==> src/sv/sha1_pkg.sv <==
// ============================================================================
// SHA-1 shared definitions
// Transfer types, queue sizing and hash constants for the SHA-1 digest unit.
// ============================================================================
package sha1_pkg;

    // One message item: a byte and its two flags.
    typedef struct packed {
        logic [7:0] data_byte;
        logic       byte_present;
        logic       end_of_message;
    } in_item_t;

    // One digest word as it leaves the block.
    typedef struct packed {
        logic [31:0] digest_word;
        logic        digest_last;
    } out_item_t;

    // One 32-bit schedule word passed from the byte packer to the compressor.
    // The last flag marks the final word of a padded message.
    typedef struct packed {
        logic [31:0] word;
        logic        last;
    } q_entry_t;

    // Word queue between the packer and the compressor: one whole block.
    localparam int QUEUE_DEPTH = 16;
    localparam int QUEUE_AW    = 4;

    // Padding marker byte and the word slot where the bit length starts.
    localparam logic [7:0] PAD_BYTE      = 8'h80;
    localparam logic [3:0] LEN_WORD_SLOT = 4'd14;

    // Number of words in one block, minus one.
    localparam logic [3:0] BLOCK_LAST_WORD = 4'd15;

    // Round constants.
    localparam logic [31:0] K_0 = 32'h5A827999;
    localparam logic [31:0] K_1 = 32'h6ED9EBA1;
    localparam logic [31:0] K_2 = 32'h8F1BBCDC;
    localparam logic [31:0] K_3 = 32'hCA62C1D6;

    // Initial hash values.
    localparam logic [31:0] H_INIT [5] = '{
        32'h67452301,
        32'hEFCDAB89,
        32'h98BADCFE,
        32'h10325476,
        32'hC3D2E1F0
    };

endpackage

==> src/sv/sha1_front.sv <==
// ============================================================================
// SHA-1 byte packer
// Accepts message bytes, packs them big-endian into words, counts the bit
// length and, at the end of a message, generates the padding words.
// ============================================================================
module sha1_front (
    input  logic                clk,
    input  logic                rst_n,
    input  logic                item_valid,
    output logic                item_ready,
    input  sha1_pkg::in_item_t  item,
    output logic                push_valid,
    output sha1_pkg::q_entry_t  push_entry,
    input  logic                q_full
);

    typedef enum logic [2:0] {
        F_IDLE,
        F_PAD,
        F_ZERO,
        F_LENH,
        F_LENL
    } state_t;

    state_t      state_reg, state_next;
    logic [23:0] partial_reg, partial_next;
    logic [1:0]  byte_cnt_reg, byte_cnt_next;
    logic [3:0]  word_idx_reg, word_idx_next;
    logic [63:0] bit_len_reg, bit_len_next;

    logic        accept;
    logic [4:0]  pad_shift;
    logic [31:0] pad_word;

    // New items are taken only between padding sequences and with queue room.
    assign item_ready = (state_reg == F_IDLE) && !q_full;
    assign accept     = item_valid && item_ready;

    // The pad word holds the leftover bytes, the marker byte, then zeros.
    assign pad_shift = {2'd3 - byte_cnt_reg, 3'b000};
    assign pad_word  = {partial_reg, sha1_pkg::PAD_BYTE} << pad_shift;

    // Next-state and word push logic.
    always_comb
    begin
        state_next      = state_reg;
        partial_next    = partial_reg;
        byte_cnt_next   = byte_cnt_reg;
        word_idx_next   = word_idx_reg;
        bit_len_next    = bit_len_reg;
        push_valid      = 1'b0;
        push_entry.word = '0;
        push_entry.last = 1'b0;

        case (state_reg)
            F_IDLE:
            begin
                if (accept)
                begin
                    if (item.byte_present)
                    begin
                        bit_len_next = bit_len_reg + 64'd8;
                        if (byte_cnt_reg == 2'd3)
                        begin
                            push_valid      = 1'b1;
                            push_entry.word = {partial_reg, item.data_byte};
                            partial_next    = '0;
                            byte_cnt_next   = 2'd0;
                            word_idx_next   = word_idx_reg + 4'd1;
                        end
                        else
                        begin
                            partial_next  = {partial_reg[15:0], item.data_byte};
                            byte_cnt_next = byte_cnt_reg + 2'd1;
                        end
                    end
                    if (item.end_of_message)
                    begin
                        state_next = F_PAD;
                    end
                end
            end

            F_PAD:
            begin
                if (!q_full)
                begin
                    push_valid      = 1'b1;
                    push_entry.word = pad_word;
                    partial_next    = '0;
                    byte_cnt_next   = 2'd0;
                    word_idx_next   = word_idx_reg + 4'd1;
                    state_next      = F_ZERO;
                end
            end

            F_ZERO:
            begin
                if (word_idx_reg == sha1_pkg::LEN_WORD_SLOT)
                begin
                    state_next = F_LENH;
                end
                else if (!q_full)
                begin
                    push_valid    = 1'b1;
                    word_idx_next = word_idx_reg + 4'd1;
                end
            end

            F_LENH:
            begin
                if (!q_full)
                begin
                    push_valid      = 1'b1;
                    push_entry.word = bit_len_reg[63:32];
                    word_idx_next   = word_idx_reg + 4'd1;
                    state_next      = F_LENL;
                end
            end

            F_LENL:
            begin
                if (!q_full)
                begin
                    push_valid      = 1'b1;
                    push_entry.word = bit_len_reg[31:0];
                    push_entry.last = 1'b1;
                    word_idx_next   = word_idx_reg + 4'd1;
                    bit_len_next    = '0;
                    state_next      = F_IDLE;
                end
            end

            default:
            begin
                state_next = F_IDLE;
            end
        endcase
    end

    // State and counters.
    always_ff @(posedge clk or negedge rst_n)
    begin
        if (!rst_n)
        begin
            state_reg    <= F_IDLE;
            partial_reg  <= '0;
            byte_cnt_reg <= '0;
            word_idx_reg <= '0;
            bit_len_reg  <= '0;
        end
        else
        begin
            state_reg    <= state_next;
            partial_reg  <= partial_next;
            byte_cnt_reg <= byte_cnt_next;
            word_idx_reg <= word_idx_next;
            bit_len_reg  <= bit_len_next;
        end
    end

`ifndef SYNTH
    // No item is taken while padding words are still being generated.
    assert property (@(posedge clk) disable iff (!rst_n)
        (state_reg != F_IDLE) |-> !item_ready)
        else $error("front accepted an item during padding");

    // A word is offered to the queue only when it has room.
    assert property (@(posedge clk) disable iff (!rst_n)
        push_valid |-> !q_full)
        else $error("front pushed into a full queue");

    // The length word closes a block, so the next message starts clean.
    assert property (@(posedge clk) disable iff (!rst_n)
        (state_reg == F_LENL && !q_full) |=>
            (word_idx_reg == 4'd0 && bit_len_reg == 64'd0 && byte_cnt_reg == 2'd0))
        else $error("front did not end the message on a block boundary");
`endif

endmodule

==> src/sv/sha1_queue.sv <==
// ============================================================================
// SHA-1 word queue
// A one-block FIFO of schedule words between the byte packer and the
// compressor, so that packing continues while a block is being compressed.
// ============================================================================
module sha1_queue (
    input  logic                clk,
    input  logic                rst_n,
    input  logic                push_valid,
    input  sha1_pkg::q_entry_t  push_entry,
    output logic                full,
    output logic                pop_valid,
    input  logic                pop_ready,
    output sha1_pkg::q_entry_t  pop_entry
);

    localparam int AW = sha1_pkg::QUEUE_AW;

    sha1_pkg::q_entry_t mem_reg [sha1_pkg::QUEUE_DEPTH];
    logic [AW-1:0]      wr_ptr_reg, rd_ptr_reg;
    logic [AW:0]        count_reg;
    logic               do_push, do_pop;

    // Status and transfer qualifiers.
    assign full      = (count_reg == (AW+1)'(sha1_pkg::QUEUE_DEPTH));
    assign pop_valid = (count_reg != '0);
    assign do_push   = push_valid && !full;
    assign do_pop    = pop_valid && pop_ready;
    assign pop_entry = mem_reg[rd_ptr_reg];

    // Storage write.
    always_ff @(posedge clk)
    begin
        if (do_push)
        begin
            mem_reg[wr_ptr_reg] <= push_entry;
        end
    end

    // Pointers and fill count.
    always_ff @(posedge clk or negedge rst_n)
    begin
        if (!rst_n)
        begin
            wr_ptr_reg <= '0;
            rd_ptr_reg <= '0;
            count_reg  <= '0;
        end
        else
        begin
            if (do_push)
            begin
                wr_ptr_reg <= wr_ptr_reg + 1'b1;
            end
            if (do_pop)
            begin
                rd_ptr_reg <= rd_ptr_reg + 1'b1;
            end
            if (do_push && !do_pop)
            begin
                count_reg <= count_reg + 1'b1;
            end
            else if (do_pop && !do_push)
            begin
                count_reg <= count_reg - 1'b1;
            end
        end
    end

`ifndef SYNTH
    // The fill count never passes the depth.
    assert property (@(posedge clk) disable iff (!rst_n)
        count_reg <= (AW+1)'(sha1_pkg::QUEUE_DEPTH))
        else $error("queue count out of range");

    // A push without a pop grows the count by exactly one.
    assert property (@(posedge clk) disable iff (!rst_n)
        (do_push && !do_pop) |=> (count_reg == $past(count_reg) + 1'b1))
        else $error("queue count did not follow a push");

    // Write and read pointers stay a fill count apart.
    assert property (@(posedge clk) disable iff (!rst_n)
        (wr_ptr_reg - rd_ptr_reg) == count_reg[AW-1:0])
        else $error("queue pointers disagree with count");
`endif

endmodule

==> src/sv/sha1_core.sv <==
// ============================================================================
// SHA-1 compressor
// Loads sixteen schedule words from the queue, runs the 80 rounds one per
// cycle with a rolling schedule window, chains the result and sends out the
// five digest words at the end of a message.
// ============================================================================
module sha1_core (
    input  logic                clk,
    input  logic                rst_n,
    input  logic                pop_valid,
    output logic                pop_ready,
    input  sha1_pkg::q_entry_t  pop_entry,
    output logic                digest_valid,
    input  logic                digest_ready,
    output sha1_pkg::out_item_t digest
);

    typedef enum logic [1:0] {
        C_LOAD,
        C_ROUND,
        C_ADD,
        C_OUT
    } state_t;

    localparam logic [6:0] ROUND_LAST = 7'd79;
    localparam logic [2:0] OUT_LAST   = 3'd4;

    state_t      state_reg;
    logic [3:0]  load_cnt_reg;
    logic [6:0]  round_reg;
    logic        final_reg;
    logic [31:0] chain_reg [5];
    logic        out_valid_reg;
    logic [2:0]  out_idx_reg;
    logic [31:0] out_word_reg;

    logic [31:0] window_reg [16];
    logic [31:0] a_reg, b_reg, c_reg, d_reg, e_reg;

    logic        load_word;
    logic [31:0] f_val, k_val, temp, w_new, w_mix;

    assign pop_ready              = (state_reg == C_LOAD);
    assign load_word              = pop_valid && pop_ready;
    assign digest_valid           = out_valid_reg;
    assign digest.digest_word     = out_word_reg;
    assign digest.digest_last     = (out_idx_reg == OUT_LAST);

    // Round function and constant by round group.
    always_comb
    begin
        if (round_reg < 7'd20)
        begin
            f_val = (b_reg & c_reg) | (~b_reg & d_reg);
            k_val = sha1_pkg::K_0;
        end
        else if (round_reg < 7'd40)
        begin
            f_val = b_reg ^ c_reg ^ d_reg;
            k_val = sha1_pkg::K_1;
        end
        else if (round_reg < 7'd60)
        begin
            f_val = (b_reg & c_reg) | (b_reg & d_reg) | (c_reg & d_reg);
            k_val = sha1_pkg::K_2;
        end
        else
        begin
            f_val = b_reg ^ c_reg ^ d_reg;
            k_val = sha1_pkg::K_3;
        end
    end

    // Round sum and the next schedule word, W[t+16] from the rolling window.
    assign temp  = {a_reg[26:0], a_reg[31:27]} + f_val + e_reg + k_val + window_reg[0];
    assign w_mix = window_reg[13] ^ window_reg[8] ^ window_reg[2] ^ window_reg[0];
    assign w_new = {w_mix[30:0], w_mix[31]};

    // Schedule window and working variables.
    always_ff @(posedge clk)
    begin
        if (load_word)
        begin
            for (int i = 0; i < 15; i++)
            begin
                window_reg[i] <= window_reg[i+1];
            end
            window_reg[15] <= pop_entry.word;
            if (load_cnt_reg == sha1_pkg::BLOCK_LAST_WORD)
            begin
                a_reg <= chain_reg[0];
                b_reg <= chain_reg[1];
                c_reg <= chain_reg[2];
                d_reg <= chain_reg[3];
                e_reg <= chain_reg[4];
            end
        end
        else if (state_reg == C_ROUND)
        begin
            for (int i = 0; i < 15; i++)
            begin
                window_reg[i] <= window_reg[i+1];
            end
            window_reg[15] <= w_new;
            a_reg <= temp;
            b_reg <= a_reg;
            c_reg <= {b_reg[1:0], b_reg[31:2]};
            d_reg <= c_reg;
            e_reg <= d_reg;
        end
    end

    // Sequencer, chaining values and the digest output register.
    always_ff @(posedge clk or negedge rst_n)
    begin
        if (!rst_n)
        begin
            state_reg     <= C_LOAD;
            load_cnt_reg  <= '0;
            round_reg     <= '0;
            final_reg     <= 1'b0;
            out_valid_reg <= 1'b0;
            out_idx_reg   <= '0;
            out_word_reg  <= '0;
            for (int i = 0; i < 5; i++)
            begin
                chain_reg[i] <= sha1_pkg::H_INIT[i];
            end
        end
        else
        begin
            case (state_reg)
                C_LOAD:
                begin
                    if (load_word)
                    begin
                        load_cnt_reg <= load_cnt_reg + 4'd1;
                        if (load_cnt_reg == sha1_pkg::BLOCK_LAST_WORD)
                        begin
                            final_reg <= pop_entry.last;
                            round_reg <= '0;
                            state_reg <= C_ROUND;
                        end
                    end
                end

                C_ROUND:
                begin
                    round_reg <= round_reg + 7'd1;
                    if (round_reg == ROUND_LAST)
                    begin
                        state_reg <= C_ADD;
                    end
                end

                C_ADD:
                begin
                    chain_reg[0] <= chain_reg[0] + a_reg;
                    chain_reg[1] <= chain_reg[1] + b_reg;
                    chain_reg[2] <= chain_reg[2] + c_reg;
                    chain_reg[3] <= chain_reg[3] + d_reg;
                    chain_reg[4] <= chain_reg[4] + e_reg;
                    if (final_reg)
                    begin
                        out_valid_reg <= 1'b1;
                        out_idx_reg   <= '0;
                        out_word_reg  <= chain_reg[0] + a_reg;
                        state_reg     <= C_OUT;
                    end
                    else
                    begin
                        state_reg <= C_LOAD;
                    end
                end

                C_OUT:
                begin
                    if (digest_ready)
                    begin
                        if (out_idx_reg == OUT_LAST)
                        begin
                            out_valid_reg <= 1'b0;
                            final_reg     <= 1'b0;
                            state_reg     <= C_LOAD;
                            for (int i = 0; i < 5; i++)
                            begin
                                chain_reg[i] <= sha1_pkg::H_INIT[i];
                            end
                        end
                        else
                        begin
                            out_idx_reg  <= out_idx_reg + 3'd1;
                            out_word_reg <= chain_reg[out_idx_reg + 3'd1];
                        end
                    end
                end

                default:
                begin
                    state_reg <= C_LOAD;
                end
            endcase
        end
    end

`ifndef SYNTH
    // The round counter stays within the 80 rounds.
    assert property (@(posedge clk) disable iff (!rst_n)
        (state_reg == C_ROUND) |-> (round_reg <= ROUND_LAST))
        else $error("round counter out of range");

    // The sixteenth word of a block starts the rounds at round zero.
    assert property (@(posedge clk) disable iff (!rst_n)
        (load_word && load_cnt_reg == sha1_pkg::BLOCK_LAST_WORD) |=>
            (state_reg == C_ROUND && round_reg == 7'd0))
        else $error("block load did not start the rounds");

    // After the last digest word the chain is back at its initial value.
    assert property (@(posedge clk) disable iff (!rst_n)
        (state_reg == C_OUT && digest_ready && out_idx_reg == OUT_LAST) |=>
            (state_reg == C_LOAD && chain_reg[0] == sha1_pkg::H_INIT[0]
             && chain_reg[4] == sha1_pkg::H_INIT[4] && !digest_valid))
        else $error("chain not restarted after digest");
`endif

endmodule

==> src/sv/sha1_message_digest_unit.sv <==
// ============================================================================
// SHA-1 message digest unit
// Streaming SHA-1 engine taking one message byte per transfer and returning
// the five digest words of each message.
// ============================================================================
// A message arrives one byte per transfer; an end marker, with or without a
// final byte, closes it and may stand alone for an empty message. The packer
// takes one byte per cycle while the queue has room and it is not padding,
// and feeds a one-block word queue, so it keeps collecting the next block
// while the compressor works. The compressor loads a 64-byte block word by
// word from the queue, runs the rounds one per cycle and then chains the
// result, so a steady stream is paced by the round loop. The end of a
// message adds the padding words, while no byte is taken, one or two final
// blocks, and five digest transfers, highest word first, the fifth marked
// with digest_last. The engine then starts over from the initial hash value.
// ============================================================================
module sha1_message_digest_unit (
    input  logic                clk,
    input  logic                rst_n,
    input  logic                item_valid,
    output logic                item_ready,
    input  sha1_pkg::in_item_t  item,
    output logic                digest_valid,
    input  logic                digest_ready,
    output sha1_pkg::out_item_t digest
);

    logic               push_valid;
    sha1_pkg::q_entry_t push_entry;
    logic               q_full;
    logic               pop_valid;
    logic               pop_ready;
    sha1_pkg::q_entry_t pop_entry;

    // Byte packer and padding generator.
    sha1_front u_front (
        .clk        (clk),
        .rst_n      (rst_n),
        .item_valid (item_valid),
        .item_ready (item_ready),
        .item       (item),
        .push_valid (push_valid),
        .push_entry (push_entry),
        .q_full     (q_full)
    );

    // Word queue between packer and compressor.
    sha1_queue u_queue (
        .clk        (clk),
        .rst_n      (rst_n),
        .push_valid (push_valid),
        .push_entry (push_entry),
        .full       (q_full),
        .pop_valid  (pop_valid),
        .pop_ready  (pop_ready),
        .pop_entry  (pop_entry)
    );

    // Compression rounds and digest output.
    sha1_core u_core (
        .clk          (clk),
        .rst_n        (rst_n),
        .pop_valid    (pop_valid),
        .pop_ready    (pop_ready),
        .pop_entry    (pop_entry),
        .digest_valid (digest_valid),
        .digest_ready (digest_ready),
        .digest       (digest)
    );

endmodule

==> config.mk <==
export PLATFORM = sky130hd
export DESIGN_NAME = sha1_message_digest_unit
export DESIGN_NICKNAME = d
export VERILOG_FILES = /design/src/sv/sha1_pkg.sv /design/src/sv/sha1_front.sv /design/src/sv/sha1_queue.sv /design/src/sv/sha1_core.sv /design/src/sv/sha1_message_digest_unit.sv
export SDC_FILE = /design/constraint.sdc
export NUM_CORES = 2
export LEC_CHECK = 0
export ABC_AREA = 1
export ABC_CLOCK_PERIOD_IN_PS = 12560
export BUFFER_PORTS_ARGS = -buffer_cell sky130_fd_sc_hd__buf_4
export CORE_ASPECT_RATIO = 1.1
export CORE_UTILIZATION = 50
export DETAILED_ROUTE_END_ITERATION = 10
export PLACE_DENSITY_LB_ADDON = 0.05
export RECOVER_POWER = 25
export SLEW_MARGIN = 15
export SYNTH_ARGS = -nofsm -noshare
export SYNTH_HDL_FRONTEND = slang
export SYNTH_SLANG_ARGS = --single-unit
==> constraint.sdc <==
create_clock -name clk -period 12.56 [get_ports clk]
set_input_delay 2.512 -clock clk [delete_from_list [all_inputs] [get_ports clk]]
set_output_delay 2.512 -clock clk [all_outputs]
set_load 0.03 [all_outputs]
Word-level counts from Yosys, hierarchy flattened
Memory sizes are Yosys's and may differ from the RTL's.
Index checks and enable logic that the tools add are counted.
- register bits after elaboration: 480
- bits in writable memories: 1040
- bits of input ports: 14
- memories: 2
- memories (memory ; words ; bits a word ; rd ports ; clocked after Yosys merged registers in ; write ports ; RTL line ; text):
    u_queue.mem_reg ; 16 ; 33 ; 1 ; 0 ; 1 ; sha1_queue.sv:19 ; sha1_pkg::q_entry_t mem_reg [sha1_pkg::QUEUE_DEPTH];
    u_core.window_reg ; 16 ; 32 ; 16 ; 0 ; 16 ; sha1_core.sv:37 ; logic [31:0] window_reg [16];
- $add $sub $neg: 20
- $lt $le $gt $ge: 4
- eq/ne operators: 30
- shift-type cells: 1
- muxes and demuxes: 118
- bitwise gates (word level): 30
- reductions and logical operators: 33
- operators with widths (cell ; count):
    $mux W32 ; 46
    $mux W160 ; 2
    $pmux W160 S2 ; 1
    $add A32 B32 Y32 ; 9
    $mux W64 ; 3
    $xor A32 B32 Y32 ; 5
    $and A32 B32 Y32 ; 4
    $pmux W32 S4 ; 1
    $pmux W64 S2 ; 1
    $bmux W32 S3 ; 1
    $mux W24 ; 4
    $or A32 B32 Y32 ; 3
    $add A64 B4 Y64 const B ; 1
    $pmux W32 S2 ; 1
    $pmux W24 S2 ; 1
    $mux W33 ; 1
    $not A32 Y32 ; 1
    $shl A32 B5 Y32 ; 1
    $mux W31 ; 1
    $mux W3 ; 9
    $ne A2 B2 Y1 const B ; 13
    $mux W2 ; 10
    $mux W4 ; 5
    $mux W1 ; 18
    44 further kinds ; 94

Depth between registers and ports, before layout
- depth in word-level cells: 12
- mapped depth: 27

Hierarchy
A second synthesis with hierarchy kept.
- cell total of the unflattened synthesis: 8349
- area, all modules: 78007.3 µm²
- by module, submodules not included (module ; instances ; cells each ; area each (µm²) ; sequential area each (µm²)):
    sha1_core ; 1 ; 5220 ; 48759.3 ; 25534.5
    sha1_queue ; 1 ; 2175 ; 22897.0 ; 16180.5
    sha1_front ; 1 ; 954 ; 6351.1 ; 2352.3

Worst setup path before layout
Ideal clock, no wire load.
- kind: register -> register
- start: reg u_queue.count_reg[1]
- end: mem u_core.window_reg[0][0] (enable)
- setup time: 3.695 ns
- arrival: 9.737 ns
- data required time: 8.865 ns
- path slack: -0.871 ns
- stages on the path, launching flop included: 10
- path buffers: 3
- cells stage by stage: dfrtp_1 nor2_1 nand3_1 inv_2 nand2_1 nand2_1 buf_2 buf_2 buf_1 nand2_1
- RTL lines (item ; RTL line ; text):
    start: declaration ; sha1_queue.sv:21 ; logic [AW:0] count_reg;
    start signal: assignment ; sha1_queue.sv:61 ; count_reg <= count_reg + 1'b1;
    start signal: assignment ; sha1_queue.sv:65 ; count_reg <= count_reg - 1'b1;
    end: declaration ; sha1_core.sv:37 ;

==> results.sh <==
export IMPL_placementRows=150
export IMPL_cts_max_level=4
export IMPL_clk_path_buf_depth=3
export IMPL_seq_area_um2=44080
export IMPL_synth_net_count=8161
export IMPL_core_region_area_um2=152000
export IMPL_cts_hold_buf=0
export IMPL_max_freq_mhz=114.2
export IMPL_first_pass_iters=6
export IMPL_setup_viol=0
export IMPL_path_clk_slew_ns=0.06
export IMPL_multi_input_area_um2=28470
export IMPL_clock_sinks=1517
export IMPL_fin_crit_sh=0.6972
export IMPL_cts_buffers_inserted=162
export IMPL_ys_types=55
export IMPL_use_met1=0.4474
export IMPL_crit_fanout=161
export IMPL_met2_usage=0.5363
export IMPL_synth_edf_count=1200
export IMPL_rsz0062_at_grt="no"
export IMPL_syn_to_final_growth_pct=10.80
export IMPL_synth_top_area_frac=0.4702
export IMPL_grt_pass1_wl_mm=385.1
export IMPL_worstSetupStartpointType="flip-flop"
export IMPL_cts_repair_resize_count=0
export IMPL_synthCells=7785
export IMPL_die_h_um=412.6
export IMPL_die_area_um2=154900
export IMPL_drc_errors=0
export IMPL_clock_latency_ns=0.84
export IMPL_synth_fa_ha_area_frac=0.07134
export IMPL_drv_cap=7
export IMPL_seq_area_frac_synth=0.5750
export IMPL_yosysTopAreaCell="edfxtp_1"
export IMPL_ys_seq_elements=1517
export IMPL_syn_area_um2=76640
export IMPL_muxShareOfSynthArea=0
export IMPL_grt_max_degree=189
export IMPL_fin_tns_setup_ns=0
export IMPL_yosysWarnings=0
export IMPL_grt_busiest_layer="met2"
export IMPL_finalCriticalPeriod_ns=8.757
export IMPL_largest_register_ffs=528
export IMPL_synth_ff_type="edfxtp_1"
export IMPL_use_met3=0.05700
export IMPL_layout_drive_gt1_share=0.06923
export IMPL_cts_tree="yes"
export IMPL_crit_type="flip-flop to flip-flop"
export IMPL_crit_path_end_kind="flip-flop"
export IMPL_violations="max-capacitance violations, max-slew violations"
export IMPL_place_congestion=1.042
export IMPL_wirelength_mm=269.0
export IMPL_synth_async_reset_ratio=0.2090
export IMPL_antenna_found_initial=8
export IMPL_fin_skew_ns=0.05054
export IMPL_grt_overflow=0
export IMPL_synth_xor_area_frac=0.02101
export IMPL_synth_top_family_by_area="simple AND/OR/NAND/NOR gates"
export IMPL_root_buffer="clkbuf_16"
export IMPL_fp_dieW_um=375.3
export IMPL_wire_per_inst_um=27.07
export IMPL_hold_path_class="flip-flop to flip-flop"
export IMPL_synthTopCellsByArea="edfxtp_1 (47%), nand2_1 (7.8%), dfrtp_1 (7.7%)"
export IMPL_relSlewSlack=-3.839
export IMPL_viasPerCell=5.896
export IMPL_start_util=0.5042
export IMPL_drtIter0Drc=6057
export IMPL_io_buffers=48
export IMPL_postCtsSetupRepairBufs=0
export IMPL_slew_violations=735
export IMPL_fillers=13484
export IMPL_final_nets=8195
export IMPL_ios=49
export IMPL_synth_simple_area_share=0.1627
export IMPL_hold_viol=0
export IMPL_required_ns=13.08
export IMPL_vias=58595
export IMPL_avgSynthCellArea_um2=9.845
export IMPL_ant_nets=0
export IMPL_outcome="complete, but fails checks"
export IMPL_grt_pass1_vias=55619
export IMPL_place_hpwl_mm=192.0
export IMPL_arrival_ns=9.28
export IMPL_grt_usage=0.3460
export IMPL_synth_compound_area_frac=0.1130
export IMPL_tightest_slew_ns=7.259
==> metrics by stage <==
stage | instance area [µm²] | utilization | worst slack (ns) | cells | hold slack, ns
after global routing | 84920 | 0.5586 | 3.268 | 9935 | 0.4126
final | 84920 | 0.5586 | 3.803 | 9938 | 0.4056
after CTS | 84970 | 0.5589 | 6.007 | 9934 | 0.4087
after floorplan | 76640 | - | 4.400 | 7785 | 0.4003
after detailed placement | 79420 | 0.5225 | 5.992 | 9630 | 0.4045
after global placement | 79420 | 0.5225 | 6.178 | 9630 | 0.4005
==> metal layers <==
metal,share of wire,vias to the layer above
met1,0.40,28686
met4,0.080,4
met2,0.45,2495
met5,0.000097,-
li1,-,26765
met3,0.069,645
==> kinds of logic after synthesis <==
group                    count (synthesis)
adder cells (fa/ha/maj)                362
flip-flops                            1517
AND/OR/NAND/NOR                       3043
buffers and inverters                 1146
XOR/XNOR                               183
AO/OA/AOI/OAI                         1534
==> cell type report <==
cell class | instances | area share
sequential | 1517 | 0.5191
multi-input combinational | 5122 | 0.3353
clock buffer | 200 | 0.05027
inverter | 882 | 0.03918
tap | 1976 | 0.02911
clock inverter | 104 | 0.01504
timing repair buffer | 134 | 0.01193
antenna | 3 | 0.00008840
==> critical path: stages, from the launching register on <==
cell and delay [ns]:
dfrtp_4 0.72, clkbuf_1 4.97, buf_4 1.17, o21ai_0 0.20, o22ai_1 0.22, nor2_1 0.06
nor2_1 0.11, o21ai_0 0.11, a31oi_1 0.61
==> placed cells by master (no fill, tap or decap), types with 11 or more instances in the layout <==
cell and n:
dfrtp_1 232, nand2_1 1601, clkbuf_1 41, nor3_1 92
xor2_1 78, a32oi_1 11, nand4_1 91, dfstp_2 80
nand3b_1 18, o22ai_1 168, o21bai_1 31, a32o_1 11
nand3_1 360, buf_4 123, inv_1 855, edfxtp_1 1200
clkinv_1 22, o21ai_0 703, ha_1 237, nor2_4 20
o21ai_1 56, clkbuf_16 164, clkinv_2 34, a31oi_1 38
or2_2 19, bufinv_16 20, a21oi_1 343, o211ai_1 25
fa_1 125, nor2_1 807, o221ai_1 69, xnor2_1 104
a221oi_1 12, inv_2 20
==> synthesized netlist by cell type (38+ instances only) <==
| cell type | n |
|---|---|
| dfrtp_1 | 237 |
| a31oi_1 | 38 |
| o22ai_1 | 171 |
| clkbuf_1 | 187 |
| nor3_1 | 92 |
| o21ai_1 | 55 |
| buf_2 | 53 |
| xnor2_1 | 104 |
| fa_1 | 125 |
| nor2_1 | 823 |
| ha_1 | 237 |
| nand4_1 | 91 |
| xor2_1 | 78 |
| dfstp_2 | 80 |
| nand3_1 | 359 |
| o221ai_1 | 70 |
| edfxtp_1 | 1200 |
| inv_1 | 857 |
| nand2_1 | 1600 |
| o21ai_0 | 706 |
| a21oi_1 | 344 |
==> final timing paths <==
kind	start	endpoint	slack, ns	cells past startpoint
setup / recovery	u_queue.rd_ptr_reg[0]	u_core.window_reg[0][499]	3.80	8
hold / removal	u_core.window_reg[0][107]	u_core.window_reg[0][75]	0.41	0
setup reg to reg	u_queue.rd_ptr_reg[0]	u_core.window_reg[0][499]	3.80	8
hold reg to reg	u_core.window_reg[0][107]	u_core.window_reg[0][75]	0.41	0
max in group asynchronous	rst_n	u_queue.rd_ptr_reg[2]	4.76	1
min in group asynchronous	rst_n	u_core.chain_reg[149]	3.76	1
Power is left out: the tool's default activity adds up to more than one toggle a clock period on the data nets, which glitch-free logic cannot reach.
